[config.mk]
export PLATFORM = sky130hd
export DESIGN_NAME = association_protocol_fsm_flat
export DESIGN_NICKNAME = d
export VERILOG_FILES = /design/src/hw/rtl/asc_fsm_pkg.sv /design/src/hw/rtl/asc_fsm_ifs.sv /design/src/hw/rtl/asc_fsm_step.sv /design/src/hw/rtl/asc_fsm_rq.sv /design/src/hw/rtl/association_protocol_fsm.sv /design/src/flat_wrapper.sv
export VERILOG_INCLUDE_DIRS = /design/src /design/src/hw/rtl
export SDC_FILE = /design/constraint.sdc
export NUM_CORES = 1
export LEC_CHECK = 0
export BUFFER_PORTS_ARGS = -buffer_cell sky130_fd_sc_hd__buf_4
export CAP_MARGIN = 20
export CELL_PAD_IN_SITES_DETAIL_PLACEMENT = 1
export CELL_PAD_IN_SITES_GLOBAL_PLACEMENT = 1
export CORE_MARGIN = 2
export CORE_UTILIZATION = 40
export DETAILED_ROUTE_END_ITERATION = 10
export HOLD_SLACK_MARGIN = 0.15
export PLACE_DENSITY = 0.79
export RECOVER_POWER = 100
export SKIP_CTS_REPAIR_TIMING = 1
export SLEW_MARGIN = 30
export SYNTH_ARGS = -nofsm -noshare
export SYNTH_HDL_FRONTEND = slang
export SYNTH_MEMORY_MAX_BITS = 65536
export SYNTH_SLANG_ARGS = --single-unit
[constraint.sdc]
create_clock -name i_clk -period 9.1 [get_ports i_clk]
set_clock_uncertainty 0.15 [all_clocks]
set_input_delay 1.82 -clock i_clk [delete_from_list [all_inputs] [get_ports i_clk]]
set_output_delay 1.82 -clock i_clk [all_outputs]
set_load 0.02 [all_outputs]
[src/hw/rtl/association_protocol_fsm_defines.svh]
// Assertion helpers shared by the RTL of the association control block.
// Both forms are sampled on the rising clock edge and are off while reset is low.
`ifndef ASSOCIATION_PROTOCOL_FSM_DEFINES_SVH
`define ASSOCIATION_PROTOCOL_FSM_DEFINES_SVH

// The consequent must hold in the same cycle as the antecedent.
`define ASC_ASSERT_IMPL(lbl, clk, rst_n, ante, cons) \
    lbl: assert property (@(posedge clk) disable iff (!rst_n) (ante) |-> (cons)) \
        else $error("assertion failed");

// The consequent must hold in the cycle after the antecedent.
`define ASC_ASSERT_NEXT(lbl, clk, rst_n, ante, cons) \
    lbl: assert property (@(posedge clk) disable iff (!rst_n) (ante) |=> (cons)) \
        else $error("assertion failed");

`endif

[src/hw/rtl/asc_fsm_pkg.sv]
`timescale 1ns / 1ps
`default_nettype none

package asc_fsm_pkg;

    localparam int TIMER_BITS_DEF = 16;
    localparam int CFG_W          = 16;

    // Request kinds
    localparam logic [1:0] REQ_RAW    = 2'd0;
    localparam logic [1:0] REQ_LOCAL  = 2'd1;
    localparam logic [1:0] REQ_REMOTE = 2'd2;
    localparam logic [1:0] REQ_TICK   = 2'd3;

    // PDU type bytes
    localparam logic [7:0] PDU_ASSOC_RQ = 8'h01;
    localparam logic [7:0] PDU_ASSOC_AC = 8'h02;
    localparam logic [7:0] PDU_ASSOC_RJ = 8'h03;
    localparam logic [7:0] PDU_DATA_TF  = 8'h04;
    localparam logic [7:0] PDU_REL_RQ   = 8'h05;
    localparam logic [7:0] PDU_REL_RP   = 8'h06;
    localparam logic [7:0] PDU_ABORT    = 8'h07;

    // Events
    localparam logic [4:0] EV_RQ_LOC    = 5'd0;
    localparam logic [4:0] EV_TC_IND    = 5'd1;
    localparam logic [4:0] EV_AC_REM    = 5'd2;
    localparam logic [4:0] EV_RJ_REM    = 5'd3;
    localparam logic [4:0] EV_RQ_REM    = 5'd4;
    localparam logic [4:0] EV_DT_REM    = 5'd5;
    localparam logic [4:0] EV_RLQ_REM   = 5'd6;
    localparam logic [4:0] EV_RLP_REM   = 5'd7;
    localparam logic [4:0] EV_AB_REM    = 5'd8;
    localparam logic [4:0] EV_TC_CLOSED = 5'd9;
    localparam logic [4:0] EV_ARTIM     = 5'd10;
    localparam logic [4:0] EV_INVALID   = 5'd11;
    localparam logic [4:0] EV_AC_LOC    = 5'd12;
    localparam logic [4:0] EV_RJ_LOC    = 5'd13;
    localparam logic [4:0] EV_AB_LOC    = 5'd14;
    localparam logic [4:0] EV_TC_CONF   = 5'd15;
    localparam logic [4:0] EV_DT_LOC    = 5'd16;
    localparam logic [4:0] EV_RLQ_LOC   = 5'd17;
    localparam logic [4:0] EV_RLP_LOC   = 5'd18;

    // Actions
    localparam logic [4:0] AE_1  = 5'd0;
    localparam logic [4:0] AE_2  = 5'd1;
    localparam logic [4:0] AE_3  = 5'd2;
    localparam logic [4:0] AE_4  = 5'd3;
    localparam logic [4:0] AE_5  = 5'd4;
    localparam logic [4:0] AE_6  = 5'd5;
    localparam logic [4:0] AE_7  = 5'd6;
    localparam logic [4:0] AE_8  = 5'd7;
    localparam logic [4:0] DT_1  = 5'd8;
    localparam logic [4:0] DT_2  = 5'd9;
    localparam logic [4:0] AR_1  = 5'd10;
    localparam logic [4:0] AR_2  = 5'd11;
    localparam logic [4:0] AR_3  = 5'd12;
    localparam logic [4:0] AR_4  = 5'd13;
    localparam logic [4:0] AR_5  = 5'd14;
    localparam logic [4:0] AR_6  = 5'd15;
    localparam logic [4:0] AR_7  = 5'd16;
    localparam logic [4:0] AR_9  = 5'd18;
    localparam logic [4:0] AR_10 = 5'd19;
    localparam logic [4:0] AA_1  = 5'd20;
    localparam logic [4:0] AA_2  = 5'd21;
    localparam logic [4:0] AA_3  = 5'd22;
    localparam logic [4:0] AA_4  = 5'd23;
    localparam logic [4:0] AA_5  = 5'd24;
    localparam logic [4:0] AA_6  = 5'd25;
    localparam logic [4:0] AA_7  = 5'd26;
    localparam logic [4:0] AA_8  = 5'd27;

    // Protocol states Sta1..Sta13
    localparam logic [3:0] ST_S1  = 4'd0;
    localparam logic [3:0] ST_S2  = 4'd1;
    localparam logic [3:0] ST_S3  = 4'd2;
    localparam logic [3:0] ST_S4  = 4'd3;
    localparam logic [3:0] ST_S5  = 4'd4;
    localparam logic [3:0] ST_S6  = 4'd5;
    localparam logic [3:0] ST_S7  = 4'd6;
    localparam logic [3:0] ST_S8  = 4'd7;
    localparam logic [3:0] ST_S9  = 4'd8;
    localparam logic [3:0] ST_S10 = 4'd9;
    localparam logic [3:0] ST_S11 = 4'd10;
    localparam logic [3:0] ST_S12 = 4'd11;
    localparam logic [3:0] ST_S13 = 4'd12;

    typedef struct packed {
        logic       hit;
        logic [4:0] act;
        logic [3:0] nxt;
    } t_trans;

    typedef struct packed {
        logic       hit;
        logic [4:0] act;
        logic [3:0] nxt;
        logic       start;
        logic       stop;
    } t_step;

    typedef struct packed {
        logic [4:0] action_code;
        logic [4:0] applied_event;
        logic [3:0] new_state;
        logic       status;
        logic       timer_active;
        logic       last;
    } t_res;

    function automatic t_trans mk(input logic [4:0] act, input logic [3:0] nxt);
        t_trans r;
        r.hit = 1'b1;
        r.act = act;
        r.nxt = nxt;
        return r;
    endfunction

    function automatic logic [4:0] local_event(input logic [7:0] ptype);
        logic [4:0] ev;
        case (ptype)
            PDU_ASSOC_RQ: ev = EV_RQ_LOC;
            PDU_ASSOC_AC: ev = EV_AC_LOC;
            PDU_ASSOC_RJ: ev = EV_RJ_LOC;
            PDU_DATA_TF:  ev = EV_DT_LOC;
            PDU_REL_RQ:   ev = EV_RLQ_LOC;
            PDU_REL_RP:   ev = EV_RLP_LOC;
            PDU_ABORT:    ev = EV_AB_LOC;
            default:      ev = EV_INVALID;
        endcase
        return ev;
    endfunction

    function automatic logic [4:0] remote_event(input logic [7:0] ptype);
        logic [4:0] ev;
        case (ptype)
            PDU_ASSOC_RQ: ev = EV_RQ_REM;
            PDU_ASSOC_AC: ev = EV_AC_REM;
            PDU_ASSOC_RJ: ev = EV_RJ_REM;
            PDU_DATA_TF:  ev = EV_DT_REM;
            PDU_REL_RQ:   ev = EV_RLQ_REM;
            PDU_REL_RP:   ev = EV_RLP_REM;
            PDU_ABORT:    ev = EV_AB_REM;
            default:      ev = EV_INVALID;
        endcase
        return ev;
    endfunction

    // State transition table; a miss has hit low.
    function automatic t_trans trans_lookup(input logic [3:0] st, input logic [4:0] ev);
        t_trans r;
        r = '0;
        case (st)
            ST_S1: begin
                case (ev)
                    EV_RQ_LOC: r = mk(AE_1, ST_S4);
                    EV_TC_IND: r = mk(AE_5, ST_S2);
                    default:   r = '0;
                endcase
            end
            ST_S2: begin
                case (ev)
                    EV_AC_REM, EV_RJ_REM, EV_DT_REM, EV_RLQ_REM, EV_RLP_REM,
                    EV_INVALID:   r = mk(AA_1, ST_S13);
                    EV_RQ_REM:    r = mk(AE_6, ST_S3);
                    EV_AB_REM:    r = mk(AA_2, ST_S1);
                    EV_TC_CLOSED: r = mk(AA_5, ST_S1);
                    EV_ARTIM:     r = mk(AA_2, ST_S1);
                    default:      r = '0;
                endcase
            end
            ST_S3: begin
                case (ev)
                    EV_AC_REM, EV_RJ_REM, EV_RQ_REM, EV_DT_REM, EV_RLQ_REM, EV_RLP_REM,
                    EV_INVALID:   r = mk(AA_8, ST_S13);
                    EV_AC_LOC:    r = mk(AE_7, ST_S6);
                    EV_RJ_LOC:    r = mk(AE_8, ST_S13);
                    EV_AB_LOC:    r = mk(AA_1, ST_S13);
                    EV_AB_REM:    r = mk(AA_3, ST_S1);
                    EV_TC_CLOSED: r = mk(AA_4, ST_S1);
                    default:      r = '0;
                endcase
            end
            ST_S4: begin
                case (ev)
                    EV_TC_CONF:   r = mk(AE_2, ST_S5);
                    EV_AB_LOC:    r = mk(AA_2, ST_S1);
                    EV_TC_CLOSED: r = mk(AA_4, ST_S1);
                    default:      r = '0;
                endcase
            end
            ST_S5: begin
                case (ev)
                    EV_AC_REM:    r = mk(AE_3, ST_S6);
                    EV_RJ_REM:    r = mk(AE_4, ST_S1);
                    EV_RQ_REM, EV_DT_REM, EV_RLQ_REM, EV_RLP_REM,
                    EV_INVALID:   r = mk(AA_8, ST_S13);
                    EV_AB_LOC:    r = mk(AA_1, ST_S13);
                    EV_AB_REM:    r = mk(AA_3, ST_S1);
                    EV_TC_CLOSED: r = mk(AA_4, ST_S1);
                    default:      r = '0;
                endcase
            end
            ST_S6: begin
                case (ev)
                    EV_AC_REM, EV_RJ_REM, EV_RQ_REM, EV_RLP_REM,
                    EV_INVALID:   r = mk(AA_8, ST_S13);
                    EV_DT_LOC:    r = mk(DT_1, ST_S6);
                    EV_DT_REM:    r = mk(DT_2, ST_S6);
                    EV_RLQ_LOC:   r = mk(AR_1, ST_S7);
                    EV_RLQ_REM:   r = mk(AR_2, ST_S8);
                    EV_AB_LOC:    r = mk(AA_1, ST_S13);
                    EV_AB_REM:    r = mk(AA_3, ST_S1);
                    EV_TC_CLOSED: r = mk(AA_4, ST_S1);
                    default:      r = '0;
                endcase
            end
            ST_S7: begin
                // A remote release request here is a release collision, left unhandled.
                case (ev)
                    EV_AC_REM, EV_RJ_REM, EV_RQ_REM,
                    EV_INVALID:   r = mk(AA_8, ST_S13);
                    EV_DT_REM:    r = mk(AR_6, ST_S7);
                    EV_RLP_REM:   r = mk(AR_3, ST_S1);
                    EV_AB_LOC:    r = mk(AA_1, ST_S13);
                    EV_AB_REM:    r = mk(AA_3, ST_S1);
                    EV_TC_CLOSED: r = mk(AA_4, ST_S1);
                    default:      r = '0;
                endcase
            end
            ST_S8: begin
                case (ev)
                    EV_AC_REM, EV_RJ_REM, EV_RQ_REM, EV_DT_REM, EV_RLQ_REM, EV_RLP_REM,
                    EV_INVALID:   r = mk(AA_8, ST_S13);
                    EV_DT_LOC:    r = mk(AR_7, ST_S8);
                    EV_RLP_LOC:   r = mk(AR_4, ST_S13);
                    EV_AB_LOC:    r = mk(AA_1, ST_S13);
                    EV_AB_REM:    r = mk(AA_3, ST_S1);
                    EV_TC_CLOSED: r = mk(AA_4, ST_S1);
                    default:      r = '0;
                endcase
            end
            ST_S9: begin
                case (ev)
                    EV_AC_REM, EV_RJ_REM, EV_RQ_REM, EV_DT_REM, EV_RLQ_REM, EV_RLP_REM,
                    EV_INVALID:   r = mk(AA_8, ST_S13);
                    EV_RLP_LOC:   r = mk(AR_9, ST_S11);
                    EV_AB_LOC:    r = mk(AA_1, ST_S13);
                    EV_AB_REM:    r = mk(AA_3, ST_S1);
                    EV_TC_CLOSED: r = mk(AA_4, ST_S1);
                    default:      r = '0;
                endcase
            end
            ST_S10: begin
                case (ev)
                    EV_AC_REM, EV_RJ_REM, EV_RQ_REM, EV_DT_REM, EV_RLQ_REM,
                    EV_INVALID:   r = mk(AA_8, ST_S13);
                    EV_RLP_REM:   r = mk(AR_10, ST_S12);
                    EV_AB_LOC:    r = mk(AA_1, ST_S13);
                    EV_AB_REM:    r = mk(AA_3, ST_S1);
                    EV_TC_CLOSED: r = mk(AA_4, ST_S1);
                    default:      r = '0;
                endcase
            end
            ST_S11: begin
                case (ev)
                    EV_AC_REM, EV_RJ_REM, EV_RQ_REM, EV_DT_REM, EV_RLQ_REM,
                    EV_INVALID:   r = mk(AA_8, ST_S13);
                    EV_RLP_REM:   r = mk(AR_3, ST_S1);
                    EV_AB_LOC:    r = mk(AA_1, ST_S13);
                    EV_AB_REM:    r = mk(AA_3, ST_S1);
                    EV_TC_CLOSED: r = mk(AA_4, ST_S1);
                    default:      r = '0;
                endcase
            end
            ST_S12: begin
                case (ev)
                    EV_AC_REM, EV_RJ_REM, EV_RQ_REM, EV_DT_REM, EV_RLQ_REM, EV_RLP_REM,
                    EV_INVALID:   r = mk(AA_8, ST_S13);
                    EV_RLP_LOC:   r = mk(AR_4, ST_S13);
                    EV_AB_LOC:    r = mk(AA_1, ST_S13);
                    EV_AB_REM:    r = mk(AA_3, ST_S1);
                    EV_TC_CLOSED: r = mk(AA_4, ST_S1);
                    default:      r = '0;
                endcase
            end
            ST_S13: begin
                case (ev)
                    EV_AC_REM, EV_RJ_REM, EV_DT_REM, EV_RLQ_REM,
                    EV_RLP_REM:   r = mk(AA_6, ST_S13);
                    EV_RQ_REM,
                    EV_INVALID:   r = mk(AA_7, ST_S13);
                    EV_AB_REM:    r = mk(AA_2, ST_S1);
                    EV_TC_CLOSED: r = mk(AR_5, ST_S1);
                    EV_ARTIM:     r = mk(AA_2, ST_S1);
                    default:      r = '0;
                endcase
            end
            default: r = '0;
        endcase
        return r;
    endfunction

endpackage

`default_nettype wire

[src/hw/rtl/asc_fsm_ifs.sv]
`timescale 1ns / 1ps
`default_nettype none

interface asc_fsm_req_if;
    logic       valid;
    logic       ready;
    logic [1:0] req_type;
    logic [4:0] event_code;
    logic [7:0] pdu_byte;
    logic       association_acceptable;

    modport source (
        output valid, req_type, event_code, pdu_byte, association_acceptable,
        input  ready
    );
    modport sink (
        input  valid, req_type, event_code, pdu_byte, association_acceptable,
        output ready
    );
endinterface

interface asc_fsm_res_if;
    logic       valid;
    logic       ready;
    logic [4:0] action_code;
    logic [4:0] applied_event;
    logic [3:0] new_state;
    logic       status;
    logic       timer_active;
    logic       last;

    modport source (
        output valid, action_code, applied_event, new_state, status, timer_active, last,
        input  ready
    );
    modport sink (
        input  valid, action_code, applied_event, new_state, status, timer_active, last,
        output ready
    );
endinterface

`default_nettype wire

[src/hw/rtl/asc_fsm_step.sv]
`timescale 1ns / 1ps
`default_nettype none

module asc_fsm_step
    import asc_fsm_pkg::*;
(
    input  wire logic [3:0] i_state,
    input  wire logic [4:0] i_event,
    input  wire logic       i_guard,
    output t_step           o_step
);

    t_trans w_tr;

    always_comb begin
        w_tr         = trans_lookup(i_state, i_event);
        o_step.hit   = w_tr.hit;
        o_step.act   = w_tr.act;
        o_step.nxt   = w_tr.nxt;
        o_step.start = 1'b0;
        o_step.stop  = 1'b0;
        if (w_tr.hit) begin
            case (w_tr.act)
                // An unacceptable association request is rejected and waits
                // for the transport close under the timer.
                AE_6: begin
                    if (i_state == ST_S2 && !i_guard) begin
                        o_step.nxt   = ST_S13;
                        o_step.start = 1'b1;
                    end else begin
                        o_step.stop = 1'b1;
                    end
                end
                AE_5, AE_8, AR_4, AA_1, AA_8: o_step.start = 1'b1;
                AA_2, AA_5, AR_5:             o_step.stop  = 1'b1;
                default: begin
                    o_step.start = 1'b0;
                    o_step.stop  = 1'b0;
                end
            endcase
        end
    end

endmodule

`default_nettype wire

[src/hw/rtl/asc_fsm_rq.sv]
`timescale 1ns / 1ps
`default_nettype none

module asc_fsm_rq
    import asc_fsm_pkg::*;
(
    input  wire logic       i_clk,
    input  wire logic       i_rst_n,
    input  wire logic [1:0] i_push_n,
    input  wire t_res       i_ent0,
    input  wire t_res       i_ent1,
    output logic            o_room,
    asc_fsm_res_if.source   o_res
);

    localparam int DEPTH = 3;

    t_res       r_ent [DEPTH];
    t_res       n_ent [DEPTH];
    logic [1:0] r_cnt;
    logic [1:0] n_cnt;
    logic [1:0] w_base;
    logic       w_pop;

    // Room for a full two-item burst whatever the sink does this cycle.
    assign o_room = (r_cnt <= 2'd1);
    assign w_pop  = (r_cnt != 2'd0) && o_res.ready;

    always_comb begin
        n_ent  = r_ent;
        w_base = r_cnt - {1'b0, w_pop};
        if (w_pop) begin
            n_ent[0] = r_ent[1];
            n_ent[1] = r_ent[2];
        end
        if (i_push_n != 2'd0) begin
            n_ent[w_base] = i_ent0;
        end
        if (i_push_n == 2'd2) begin
            n_ent[w_base + 2'd1] = i_ent1;
        end
        n_cnt = w_base + i_push_n;
    end

    always_ff @(posedge i_clk) begin
        if (!i_rst_n) begin
            r_cnt <= 2'd0;
        end else begin
            r_cnt <= n_cnt;
        end
    end

    always_ff @(posedge i_clk) begin
        r_ent <= n_ent;
    end

    assign o_res.valid         = (r_cnt != 2'd0);
    assign o_res.action_code   = r_ent[0].action_code;
    assign o_res.applied_event = r_ent[0].applied_event;
    assign o_res.new_state     = r_ent[0].new_state;
    assign o_res.status        = r_ent[0].status;
    assign o_res.timer_active  = r_ent[0].timer_active;
    assign o_res.last          = r_ent[0].last;

endmodule

`default_nettype wire

[src/hw/rtl/association_protocol_fsm.sv]
`timescale 1ns / 1ps
`default_nettype none
// Channel   Dir  Carries                                                  Accepted when
// i_req     in   req_type, event_code, pdu_byte, association_acceptable  valid && ready
// o_res     out  action_code, applied_event, new_state, status,
//                timer_active, last                                       valid && ready
// i_cfg     in   ARTIM length in ticks (one register)                     i_cfg_we
//
// An item is looked up in the transition table in the cycle it is accepted; its
// results enter the three-entry output queue at that same edge and are offered
// from the next cycle on.
// One item per cycle while the sink keeps up; a local association request
// that the current state accepts gives two results instead of one.
// Input ready follows the queue fill: it drops when two or more results wait.
// Synchronous reset returns to Sta1 with the timer stopped and the queue empty.

`include "association_protocol_fsm_defines.svh"

module association_protocol_fsm
    import asc_fsm_pkg::*;
#(
    parameter int TIMER_BITS = TIMER_BITS_DEF
) (
    input  wire logic             i_clk,
    input  wire logic             i_rst_n,
    asc_fsm_req_if.sink           i_req,
    asc_fsm_res_if.source         o_res,
    input  wire logic             i_cfg_we,
    input  wire logic [CFG_W-1:0] i_cfg_wdata
);

    localparam int LW = (TIMER_BITS > CFG_W) ? TIMER_BITS : CFG_W;

    logic [CFG_W-1:0]      r_artim;
    logic [3:0]            r_state;
    logic                  r_run;
    logic [TIMER_BITS-1:0] r_tcount;

    logic                  w_acc;
    logic                  w_room;
    logic [4:0]            w_ev;
    logic                  w_two_req;
    logic                  w_two;
    logic                  w_fire;
    logic                  w_apply;
    logic [LW-1:0]         w_cfg_ext;
    logic [LW-1:0]         w_lim;
    logic [TIMER_BITS-1:0] w_load;
    logic                  w_run0;
    logic [TIMER_BITS-1:0] w_cnt0;
    logic                  w_run1;
    logic [TIMER_BITS-1:0] w_cnt1;
    logic                  w_run2;
    logic [TIMER_BITS-1:0] w_cnt2;
    logic [1:0]            w_push_n;
    t_step                 w_s1;
    t_step                 w_s2;
    t_res                  w_ent0;
    t_res                  w_ent1;

    assign i_req.ready = w_room;
    assign w_acc       = i_req.valid && w_room;

    always_comb begin
        case (i_req.req_type)
            REQ_RAW:    w_ev = i_req.event_code;
            REQ_LOCAL:  w_ev = local_event(i_req.pdu_byte);
            REQ_REMOTE: w_ev = remote_event(i_req.pdu_byte);
            REQ_TICK:   w_ev = EV_ARTIM;
            default:    w_ev = EV_INVALID;
        endcase
    end

    // A local association request also confirms the transport at once.
    assign w_two_req = (i_req.req_type == REQ_LOCAL) && (i_req.pdu_byte == PDU_ASSOC_RQ);
    assign w_two     = w_two_req && w_s1.hit;
    assign w_fire    = (i_req.req_type == REQ_TICK) && r_run
                       && (r_tcount == TIMER_BITS'(1));
    assign w_apply   = (i_req.req_type != REQ_TICK) || w_fire;

    // The loaded count saturates when the counter is narrower than the register.
    assign w_cfg_ext = LW'(r_artim);
    assign w_lim     = LW'({TIMER_BITS{1'b1}});
    assign w_load    = (w_cfg_ext > w_lim) ? TIMER_BITS'(w_lim) : TIMER_BITS'(w_cfg_ext);

    asc_fsm_step u_step1 (
        .i_state (r_state),
        .i_event (w_ev),
        .i_guard (i_req.association_acceptable),
        .o_step  (w_s1)
    );

    asc_fsm_step u_step2 (
        .i_state (w_s1.nxt),
        .i_event (EV_TC_CONF),
        .i_guard (i_req.association_acceptable),
        .o_step  (w_s2)
    );

    always_comb begin
        // On expiry the timer is already stopped when the event is applied.
        w_run0 = w_fire ? 1'b0 : r_run;
        w_cnt0 = w_fire ? '0 : r_tcount;

        w_run1 = w_run0;
        w_cnt1 = w_cnt0;
        if (w_s1.hit && w_s1.start) begin
            w_run1 = 1'b1;
            w_cnt1 = w_load;
        end else if (w_s1.hit && w_s1.stop) begin
            w_run1 = 1'b0;
            w_cnt1 = '0;
        end

        w_run2 = w_run1;
        w_cnt2 = w_cnt1;
        if (w_s2.hit && w_s2.start) begin
            w_run2 = 1'b1;
            w_cnt2 = w_load;
        end else if (w_s2.hit && w_s2.stop) begin
            w_run2 = 1'b0;
            w_cnt2 = '0;
        end

        w_ent0.action_code   = w_s1.hit ? w_s1.act : AE_1;
        w_ent0.applied_event = w_ev;
        w_ent0.new_state     = w_s1.hit ? w_s1.nxt : r_state;
        w_ent0.status        = !w_s1.hit;
        w_ent0.timer_active  = w_run1;
        w_ent0.last          = !w_two;

        w_ent1.action_code   = w_s2.hit ? w_s2.act : AE_1;
        w_ent1.applied_event = EV_TC_CONF;
        w_ent1.new_state     = w_s2.hit ? w_s2.nxt : w_s1.nxt;
        w_ent1.status        = !w_s2.hit;
        w_ent1.timer_active  = w_run2;
        w_ent1.last          = 1'b1;

        if (w_acc && w_apply) begin
            w_push_n = w_two ? 2'd2 : 2'd1;
        end else begin
            w_push_n = 2'd0;
        end
    end

    always_ff @(posedge i_clk) begin
        if (!i_rst_n) begin
            r_artim  <= '0;
            r_state  <= ST_S1;
            r_run    <= 1'b0;
            r_tcount <= '0;
        end else begin
            if (i_cfg_we) begin
                r_artim <= i_cfg_wdata;
            end
            if (w_acc) begin
                if (w_apply) begin
                    if (w_two) begin
                        r_state  <= w_ent1.new_state;
                        r_run    <= w_run2;
                        r_tcount <= w_cnt2;
                    end else begin
                        r_state  <= w_ent0.new_state;
                        r_run    <= w_run1;
                        r_tcount <= w_cnt1;
                    end
                end else if (r_run && (r_tcount != '0)) begin
                    r_tcount <= r_tcount - TIMER_BITS'(1);
                end
            end
        end
    end

    asc_fsm_rq u_rq (
        .i_clk    (i_clk),
        .i_rst_n  (i_rst_n),
        .i_push_n (w_push_n),
        .i_ent0   (w_ent0),
        .i_ent1   (w_ent1),
        .o_room   (w_room),
        .o_res    (o_res)
    );

    `ASC_ASSERT_IMPL(a_stopped_zero, i_clk, i_rst_n, !r_run, r_tcount == '0)
    `ASC_ASSERT_IMPL(a_state_range, i_clk, i_rst_n, 1'b1, r_state <= ST_S13)
    `ASC_ASSERT_NEXT(a_assoc_pair, i_clk, i_rst_n, w_acc && w_two_req && r_state == ST_S1, r_state == ST_S5)
    `ASC_ASSERT_NEXT(a_miss_keeps, i_clk, i_rst_n, w_acc && w_apply && !w_s1.hit, r_state == $past(r_state))

endmodule

`default_nettype wire

[src/flat_wrapper.sv]
// flat-port wrapper written by rule: the top's interface ports become plain ports
module association_protocol_fsm_flat import asc_fsm_pkg::*;
#(
    parameter int TIMER_BITS = TIMER_BITS_DEF
)
  (i_clk, i_rst_n, i_cfg_we, i_cfg_wdata, i_req_valid, i_req_req_type, i_req_event_code, i_req_pdu_byte, i_req_association_acceptable, i_req_ready, o_res_valid, o_res_action_code, o_res_applied_event, o_res_new_state, o_res_status, o_res_timer_active, o_res_last, o_res_ready);
  asc_fsm_req_if i_req_i ();
  asc_fsm_res_if o_res_i ();
  input  wire logic i_clk;
  input  wire logic i_rst_n;
  input  wire logic i_cfg_we;
  input  wire logic [CFG_W-1:0] i_cfg_wdata;
  input wire logic [$bits(i_req_i.valid)-1:0] i_req_valid;
  input wire logic [$bits(i_req_i.req_type)-1:0] i_req_req_type;
  input wire logic [$bits(i_req_i.event_code)-1:0] i_req_event_code;
  input wire logic [$bits(i_req_i.pdu_byte)-1:0] i_req_pdu_byte;
  input wire logic [$bits(i_req_i.association_acceptable)-1:0] i_req_association_acceptable;
  output wire logic [$bits(i_req_i.ready)-1:0] i_req_ready;
  output wire logic [$bits(o_res_i.valid)-1:0] o_res_valid;
  output wire logic [$bits(o_res_i.action_code)-1:0] o_res_action_code;
  output wire logic [$bits(o_res_i.applied_event)-1:0] o_res_applied_event;
  output wire logic [$bits(o_res_i.new_state)-1:0] o_res_new_state;
  output wire logic [$bits(o_res_i.status)-1:0] o_res_status;
  output wire logic [$bits(o_res_i.timer_active)-1:0] o_res_timer_active;
  output wire logic [$bits(o_res_i.last)-1:0] o_res_last;
  input wire logic [$bits(o_res_i.ready)-1:0] o_res_ready;
  assign i_req_i.valid = i_req_valid;
  assign i_req_i.req_type = i_req_req_type;
  assign i_req_i.event_code = i_req_event_code;
  assign i_req_i.pdu_byte = i_req_pdu_byte;
  assign i_req_i.association_acceptable = i_req_association_acceptable;
  assign i_req_ready = i_req_i.ready;
  assign o_res_valid = o_res_i.valid;
  assign o_res_action_code = o_res_i.action_code;
  assign o_res_applied_event = o_res_i.applied_event;
  assign o_res_new_state = o_res_i.new_state;
  assign o_res_status = o_res_i.status;
  assign o_res_timer_active = o_res_i.timer_active;
  assign o_res_last = o_res_i.last;
  assign o_res_i.ready = o_res_ready;
  association_protocol_fsm #(.TIMER_BITS(TIMER_BITS)) u_core (.i_clk(i_clk), .i_rst_n(i_rst_n), .i_req(i_req_i), .o_res(o_res_i), .i_cfg_we(i_cfg_we), .i_cfg_wdata(i_cfg_wdata));
endmodule
## Yosys cells after proc, flatten, opt, wreduce, memory -nomap -nowiden

Memories as Yosys holds them, arrays and structs flattened.
Cells that the tools add are included.

| word-level totals | value |
|---|---|
| word-level logic and storage cells | 207 |
| register bits after elaboration | 90 |
| memory bits (read-only) | 4320 |
| memories kept | 22 |
| input bits | 37 |

Memories:

| name | words | width | read ports | clocked after memory_dff | write ports | line | text |
|---|---|---|---|---|---|---|---|
| (name not given) | 32 | 10 | 1 | 0 | 0 | asc_fsm_pkg.sv:206 | `case (ev)` |
| (name not given) | 32 | 10 | 1 | 0 | 0 | asc_fsm_pkg.sv:233 | `case (ev)` |
| (name not given) | 32 | 10 | 1 | 0 | 0 | asc_fsm_pkg.sv:206 |  |
| (name not given) | 32 | 10 | 1 | 0 | 0 | asc_fsm_pkg.sv:233 |  |
| (name not given) | 32 | 9 | 1 | 0 | 0 | asc_fsm_pkg.sv:245 | `case (ev)` |
| (name not given) | 32 | 9 | 1 | 0 | 0 | asc_fsm_pkg.sv:245 |  |
| +16 memories | n/a | n/a | n/a | n/a | n/a | n/a |  |

| operators by class | value |
|---|---|
| bitwise logic cells | 2 |
| eq/ne operators | 59 |
| magnitude comparators | 6 |
| add/sub/neg operators | 4 |
| reduce and logical (&&, ||, !) cells | 34 |
| muxes and demuxes | 57 |

Operators with widths:

| kind | count |
|---|---|
| $mux 16 | 9 |
| $pmux 10 s13 | 1 |
| $pmux 10 s12 | 1 |
| $bwmux 51 | 2 |
| $mux 51 | 2 |
| $mux 10 | 7 |
| $demux 17 s2 | 2 |
| $eq 4x4->1 const B | 10 |
| $eq 5x5->1 const B | 8 |
| $eq 5x4->1 const B | 7 |
| $pmux 5 s7 | 1 |
| $mux 17 | 2 |
| $mux 34 | 1 |
| $eq 4x3->1 const B | 8 |
| $eq 8x3->1 const B | 4 |
| $eq 5x3->1 const B | 6 |
| $pmux 10 s3 | 1 |
| $pmux 4 s7 | 1 |
| $mux 4 | 5 |
| $mux 5 | 4 |
| $pmux 10 s2 | 1 |
| $pmux 5 s4 | 1 |
| $eq 16x1->1 const B | 1 |
| $eq 4x2->1 const B | 4 |
| 31 further kinds | 73 |

## Depth between registers and ports, before layout

Gate-level depths: netlist of the first run.

| depth | value |
|---|---|
| depth after elaboration | 21 |
| mapped depth | 26 |
| mapped depth without buffers | 19 |

## Modules after synthesis

From an unflattened synthesis of the first run, not the netlist that was laid out.

| second synthesis, totals | value |
|---|---|
| cell total of the unflattened synthesis | 1247 |
| area, all modules | 9117.5 um2 |

By module, submodules not included:

| module | instances | area an instance (um2) | cells an instance |
|---|---|---|---|
| association_protocol_fsm | 1 | 2766.4 | 369 |
| asc_fsm_rq | 1 | 2681.3 | 324 |
| asc_fsm_step (u_core.u_step1) | 1 | 1879.3 | 276 |
| asc_fsm_step (u_core.u_step2) | 1 | 1790.5 | 278 |

## Worst setup path before layout of the first run

No wires, ideal clock.

| timing path | value |
|---|---|
| path type | input -> register |
| from | input i_req_pdu_byte[0] |
| to | register u_core.r_tcount[11] |
| data required time | 8.891 ns |
| cell stages on the path | 25 |
| setup slack | 2.564 ns |
| arrival time | 6.327 ns |
| cells stage by stage | buf_6 -> nor2b_1 -> o21ai_1 -> a21bo_1 -> buf_6 -> nand2_2 -> inv_2 -> buf_6 -> clkbuf_1 -> ha_1 -> clkbuf_1 -> o221ai_1 -> o21ai_1 -> buf_2 -> a21o_1 -> nand2b_1 -> a21oi_1 -> or4_1 -> or2_1 -> and2_1 -> nor2b_2 -> o41ai_4 -> and2_4 -> buf_6 -> a221o_1 |

| on the way | value |
|---|---|
| longest elaborated chain between the ends | 20 |
| elaborated cells between the ends (all ways) | 94 |
| classes of those cells | 41 x eq/ne; 30 x mux; 12 x reduce/logical; 11 x memory |

RTL lines:

| what | line | text |
|---|---|---|
| start: declaration | flat_wrapper.sv:16 | `input wire logic [$bits(i_req_i.pdu_byte)-1:0] i_req_pdu_byte;` |
| $eq 8x3->1, or another cell as far along | asc_fsm_pkg.sv:122, asc_fsm_pkg.sv:137 |  |
| $pmux 4 s7 or $pmux 5 s7 (tied branches) | asc_fsm_pkg.sv:137, asc_fsm_pkg.sv:122 |  |
| $pmux 5 s4 | association_protocol_fsm.sv:65 | `case (i_req.req_type)` |
| $mem_v2 16x8, or another cell as far along | n/a |  |
| $mux 10, or another cell as far along | asc_fsm_pkg.sv:289 | `case (ev)` |
| $pmux 10 s13 | asc_fsm_pkg.sv:154 | `case (st)` |
| $eq 5x3->1 or $mux 5 (tied branches) | asc_fsm_step.sv:23, asc_fsm_step.sv:27 |  |
| $mux 4 | asc_fsm_step.sv:23 | `case (w_tr.act)` |
| (+4 left out) | n/a |  |
| $reduce_or 3->1 | asc_fsm_step.sv:23 |  |
| $pmux 1 s2 | asc_fsm_step.sv:23 |  |
| $mux 6 | asc_fsm_step.sv:22 | `if (w_tr.hit) begin` |
| $logic_and 1x1->1 | association_protocol_fsm.sv:120 | `end else if (w_s2.hit && w_s2.stop) begin` |
| $mux 16 | association_protocol_fsm.sv:120 |  |
| $mux 16 | association_protocol_fsm.sv:117 | `if (w_s2.hit && w_s2.start) begin` |
| $mux 16 * | association_protocol_fsm.sv:158 | `if (w_two) begin` |
| $mux 16 * | association_protocol_fsm.sv:157 | `if (w_apply) begin` |
| end signal: assignment | association_protocol_fsm.sv:161 | `r_tcount <= w_cnt2;` |
| end signal: assignment | association_protocol_fsm.sv:165 | `r_tcount <= w_cnt1;` |
| end signal: assignment | association_protocol_fsm.sv:168 | `r_tcount <= r_tcount - TIMER_BITS'(1);` |
| end: declaration | association_protocol_fsm.sv:37 | `logic [TIMER_BITS-1:0] r_tcount;` |

Mark *: on every way between the ends. The rest lies on a longest branch, timed or not.
A chain may end at the register's enable or synchronous reset.

## Worst setup path in the final report of the first run

Ends and elaborated chain as after synthesis.

==> results of run 1 <==
## synth_stat cells (all sizes together) (9+ instances only)
cell type / count
ha: 11
mux2i: 25
nand3: 32
a21oi: 59
o211ai: 9
nand4: 11
dfxtp: 90
a211oi: 11
nor3: 31
nand2: 123
xnor2: 11
inv: 20
a221o: 13
buf: 36
nor2: 97
nor2b: 12
clkbuf: 46
nand2b: 13
o21ai: 68
and2: 10
a31oi: 18
## area by class of cell
cell class	instances	area (um^2)	share of cell area, %
tap	216	270	3.87
sequential	90	1800	25.8
multi-input combinational	688	4130	59.1
clock inverter	5	62.6	0.895
timing repair buffer	64	402	5.75
clock buffer	10	239	3.42
inverter	22	83.8	1.20
## metal layers
layer	GRT usage (%)	vias to the layer above	routed length [um]
met5	0	-	0
met2	41.2	251	10100
met1	34.5	3220	9860
met3	3.91	62	1260
met4	10.1	0	742
li1	-	3165	-
## worst register-to-register path, cell delays in order, from the launching register on
cell and delay (ps):
dfxtp_1 810, nand2b_1 330, nor2_1 810, a221oi_1 230
a211oi_1 450, a2bb2oi_1 320, nor2_1 130, nor3_1 150
clkbuf_1 540, nand2_1 210, nor2_1 640, mux2_2 420
## final timing paths
path,startpoint,to,slack [ps],cells past startpoint
worst max-delay path,i_req_pdu_byte[0],u_core.r_tcount[11],1040,19
worst max register to register,u_core.r_state[0],u_core.u_rq.o_res.action_code[0],3790,11
worst min register to register,u_core.r_artim[15],u_core.r_tcount[15],340,1
worst min-delay path,u_core.r_artim[15],u_core.r_tcount[15],340,1
## per-stage QoR
stage	total power, uW	hold WS (ps)
after floorplan	1160	282
after global placement	1330	300
after detailed placement	1350	298
after CTS	1740	330
after global routing	1820	354
final	1700	338
## registers in the layout (all words and copies together) (netlist names), 2 cells and up
| register | flops |
|---|---|
| u_core.r_state | 4 |
| u_core.u_rq.o_res.action_code | 5 |
| u_core.u_rq.o_res.new_state | 4 |
| u_core.r_artim | 16 |
| u_core.r_tcount | 16 |
| u_core.u_rq.r_cnt | 2 |
| u_core.u_rq.r_ent | 34 |
| u_core.u_rq.o_res.applied_event | 5 |
## power groups by stage
stage                     Clock, uW  Sequential [uW]  Combinational (uW)
final                           387              592                 725
after global routing            409              607                 809
after CTS                       392              593                 757
after detailed placement          0              601                 753
after global placement            0              596                 732
after floorplan                   0              581                 581
## kinds of logic (layout without fill, tap and decap cells)
| logic type | after synthesis | in the layout | share of synthesized area (%) |
|---|---|---|---|
| buffers and inverters | 104 | 101 | 7.79 |
| adder cells (fa/ha/maj) | 11 | 11 | 2.14 |
| XOR/XNOR | 17 | 17 | 2.32 |
| AO/OA/AOI/OAI | 261 | 261 | 28.2 |
| flip-flops | 90 | 90 | 28.0 |
| AND/OR/NAND/NOR | 371 | 371 | 27.1 |
| multiplexers | 28 | 28 | 4.42 |
==> results.sh, run 1 <==
export IMPL_leakage_uw=0.00273
export IMPL_finalSetupTns_ps=0
export IMPL_hold_path_class="reg -> reg"
export IMPL_critical_path_top_delay_family="compound AO/OA/AOI/OAI gates"
export IMPL_ant_nets=0
export IMPL_vias=6698
export IMPL_clock_latency_ps=350
export IMPL_final_cell_mix="nand2_1 (122), nor2_1 (97), dfxtp_1 (90), o21ai_0 (66), a21oi_1 (59)"
export IMPL_setup_violations=0
export IMPL_ys_ff_latch=90
export IMPL_path_buf_inv=2
export IMPL_final_cell_area_um2=6990
export IMPL_max_freq_ghz=0.124
export IMPL_rows=46
export IMPL_ys_flop_type="dfxtp_1"
export IMPL_wirelength_um=21900
export IMPL_synth_top_cell_area_share_pct=28.0
export IMPL_synth_edf_count=0
export IMPL_die_h_um=131
export IMPL_place_area_um2=6770
export IMPL_grt_max_degree=35
export IMPL_status="complete, no violations"
export IMPL_syn_nets=930
export IMPL_final_util_pct=44.3
export IMPL_grt_pass1_vias=6364
export IMPL_nFillCells=2041
export IMPL_vdd_drop_max_uv=103
export IMPL_post_drt_wl_per_cell_um=20.0
export IMPL_yosysTopAreaCell="dfxtp_1"
export IMPL_end_kind="flop"
export IMPL_postSynthAreaPerCell_um2=7.28
export IMPL_cp_start_kind="input pin"
export IMPL_seqPwrFrac_pct=34.8
export IMPL_drv_cap=0
export IMPL_drive_gt1_share_pct=9.67
export IMPL_async_flop_share_pct=0
export IMPL_slew_limit_headroom_pct=8.19
export IMPL_finalCriticalPeriod_ps=8060
export IMPL_first_iter_violations=612
export IMPL_min_period_over_period_pct=88.5
export IMPL_clockBufferDepth=2
export IMPL_grt_ovfl_total=0
export IMPL_clkPwrFrac_pct=22.7
export IMPL_die_w_um=131
export IMPL_cts_sinks=90
export IMPL_combPwrFrac_pct=42.5
export IMPL_dp_cells=1080
export IMPL_maxSlewViolCount=0
export IMPL_arrival_ps=8200
export IMPL_start_util_pct=40.7
export IMPL_diodes=0
export IMPL_routed_via_density=6.12
export IMPL_synth_area_um2=6420
export IMPL_slowest_stage="o21ai_0"
export IMPL_crit_type="in -> reg"
export IMPL_dieArea_um2=17100
export IMPL_cts_buffers=9
export IMPL_tightest_slew_ps=1360
export IMPL_p_int_uw=1000
export IMPL_cp_slowest_stage_delay_ps=1070
export IMPL_h_tree_depth=3
export IMPL_io_pin_count=56
export IMPL_yosys_top_cells_area="dfxtp_1 (28%), nand2_1 (7.1%), nor2_1 (5.7%)"
export IMPL_crit_fanout=24
export IMPL_pre_cts_slack_ps=1330
export IMPL_route_detailed_drc=0
export IMPL_grt_first_pass_wirelength_um=34500
export IMPL_ys_types=85
export IMPL_dp_hpwl_um=15500
export IMPL_path_cells="buf_4 > nor2b_1 > o21ai_0 > a21bo_1 > nand2_2 > inv_2 > ha_1 > o221ai_1 > o21ai_0 > a21o_1 > nand2b_1 > a21oi_1 > or4_1 > or2_1 > and2_0 > nor2b_1 > o41ai_4 > and2_4 > a221o_1"
export IMPL_fin_ws_ps=1040
export IMPL_clk_pin_slew_ps=70
export IMPL_yosys_warnings=0
export IMPL_antenna_found_initial=0
export IMPL_swShare_pct=41.0
export IMPL_final_nets=923
export IMPL_rsz0062_at_grt="no"
export IMPL_final_common_cell="nand2_1"
export IMPL_root_buffer="clkbuf_16"
export IMPL_hold_violations=0
export IMPL_cts_tree="yes"
export IMPL_power_density_nw_per_um2=244
export IMPL_grt_total_usage_pct=25.6
export IMPL_p_switching_uw=700
export IMPL_gp_congestion=0.991
export IMPL_syn2layout_area_growth_pct=8.78
export IMPL_core_area_um2=15800
export IMPL_syn_inst=882
export IMPL_firstDrtPassIters=5
export IMPL_fin_cells=1095
export IMPL_worst_ep_required_time_ps=9250
export IMPL_io_buffers=55
export IMPL_seq_area_frac_synth_pct=28.0
Note: power is estimated with default switching activity, not from simulation.
==> run 2: changes to the inputs <==
==> constraint.sdc (replaced) <==
create_clock -name i_clk -period 9.9 [get_ports i_clk]
set_clock_uncertainty 0.15 [all_clocks]
set_input_delay 1.98 -clock i_clk [delete_from_list [all_inputs] [get_ports i_clk]]
set_output_delay 1.98 -clock i_clk [all_outputs]
set_load 0.005 [all_outputs]
==> results.sh, run 2 (synthesis results as in run 1) <==
export IMPL_h_tree_depth=3
export IMPL_start_util_pct=40.7
export IMPL_max_freq_ghz=0.118
export IMPL_path_cells="buf_4 > nor2b_1 > o21ai_0 > a21bo_1 > nand2_2 > inv_1 > ha_1 > o221ai_1 > o21ai_0 > a21o_1 > nand2b_1 > a21oi_1 > or4_1 > nor2_1 > nor3_1 > clkbuf_1 > nand2_1 > nand2_1 > o21ai_0 > a21oi_1"
export IMPL_grtUsageMet3_pct=4.60
export IMPL_dieArea_um2=17100
export IMPL_min_period_over_period_pct=85.3
export IMPL_grt_busiest_layer="met2"
export IMPL_crit_type="in -> reg"
export IMPL_met1_usage_pct=35.4
export IMPL_min_from="u_core.u_rq.r_ent[2]"
export IMPL_finalSetupTns_ps=0
export IMPL_power_density_nw_per_um2=219
export IMPL_vdd_drop_max_uv=104
export IMPL_clk_pin_slew_ps=70
export IMPL_grt_total_usage_pct=25.8
export IMPL_crit_fanout=24
export IMPL_largest_register_ffs=34
export IMPL_dp_hpwl_um=15200
export IMPL_ant_nets=0
export IMPL_maxSlewViolCount=0
export IMPL_die_h_um=131
export IMPL_end_kind="flop"
export IMPL_routed_via_density=6.13
export IMPL_fin_cells=1095
export IMPL_final_common_cell="nand2_1"
export IMPL_final_nets=922
export IMPL_dp_cells=1079
export IMPL_worst_ep_required_time_ps=9970
export IMPL_setup_violations=0
export IMPL_grt_ovfl_total=0
export IMPL_cts_sinks=90
export IMPL_finalCriticalPeriod_ps=8450
export IMPL_swShare_pct=39.2
export IMPL_slowest_stage="o21ai_0"
export IMPL_drv_cap=0
export IMPL_die_w_um=131
export IMPL_arrival_ps=8520
export IMPL_wirelength_um=22000
export IMPL_grt_first_pass_wirelength_um=34500
export IMPL_cp_start_kind="input pin"
export IMPL_rsz0062_at_grt="no"
export IMPL_tightest_slew_ps=1280
export IMPL_p_int_uw=934
export IMPL_nFillCells=2078
export IMPL_final_util_pct=44.6
export IMPL_pre_cts_slack_ps=1980
export IMPL_final_cell_mix="nand2_1 (121), nor2_1 (97), dfxtp_1 (90), o21ai_0 (66), a21oi_1 (59)"
export IMPL_cp_startpoint="i_req_pdu_byte[0]"
export IMPL_clkPwrFrac_pct=22.9
export IMPL_io_pin_count=56
export IMPL_post_drt_wl_per_cell_um=20.1
export IMPL_cts_tree="yes"
export IMPL_grt_pass1_vias=6328
export IMPL_largestRegisters="u_core.u_rq.r_ent (34), u_core.r_artim (16), u_core.r_tcount (16)"
export IMPL_io_buffers=55
export IMPL_clockBufferDepth=2
export IMPL_cp_slowest_stage_delay_ps=1010
export IMPL_diodes=0
export IMPL_gp_congestion=0.954
export IMPL_rows=46
export IMPL_drive_gt1_share_pct=11.1
export IMPL_hold_violations=0
export IMPL_slew_limit_headroom_pct=14.1
export IMPL_status="complete, no violations"
export IMPL_largest_register="u_core.u_rq.r_ent"
export IMPL_p_switching_uw=603
export IMPL_clock_latency_ps=350
export IMPL_fin_ws_ps=1450
export IMPL_vias=6708
export IMPL_seqPwrFrac_pct=35.6
export IMPL_route_detailed_drc=0
export IMPL_cts_buffers=9
export IMPL_root_buffer="clkbuf_16"
export IMPL_crit_top_cell="o21ai_0"
export IMPL_met2_usage_pct=40.0
export IMPL_hold_path_class="reg -> reg"
export IMPL_core_area_um2=15800
export IMPL_firstDrtPassIters=5
export IMPL_leakage_uw=0.00277
export IMPL_combPwrFrac_pct=41.6
export IMPL_first_iter_violations=605
export IMPL_grt_max_degree=35
export IMPL_r2r_start="u_core.r_state[0]"
export IMPL_syn2layout_area_growth_pct=9.44
export IMPL_antenna_found_initial=0
## run 2: final timing paths
kind                                 to  slack, ps  depth (start not counted)
hold / removal     u_core.u_rq.r_ent[2]        330                          1
setup reg to reg  u_core.u_rq.r_ent[18]       4840                         12
setup / recovery   u_core.u_rq.r_ent[3]       1450                         20
hold reg to reg    u_core.u_rq.r_ent[2]        330                          1
## run 2: critical path: cells and delay by family
kind	cells	cell delay, ps
simple gates	8	2430
fa+ha+maj	1	500
compound gates	8	2420
buf+inv	3	1140
## run 2: area by class of cell
class	count	area, um^2	area share, %
repair buffers	63	443	6.30
inverters	22	83.8	1.19
clock buffers	9	225	3.20
well taps	216	270	3.84
flip-flops and latches	90	1800	25.6
multi-input cells	688	4130	58.7
clock inverters	7	77.6	1.10
## run 2: per-stage QoR
step | hold slack, ps | instance area, um^2 | total power [uW]
CTS | 323 | 7060 | 1550
detailed placement | 306 | 6760 | 1200
global route | 336 | 7030 | 1650
global placement | 296 | 6750 | 1180
floorplan | 282 | 6420 | 1020
finish | 326 | 7030 | 1540
## run 2: power by group through the flow
stage	clock network (uW)	logic [uW]	registers, uW
detailed placement	0	643	553
CTS	358	651	546
global route	374	719	560
floorplan	0	496	528
finish	352	639	546
global placement	0	627	550
## run 2: layer usage
metal	wire length [um]	part of all wire, %	vias up
li1	-	-	3170
met1	10100	46	3229
met2	9920	45	247
met3	1230	5.6	62
met4	770	3.5	0
met5	0	0	-
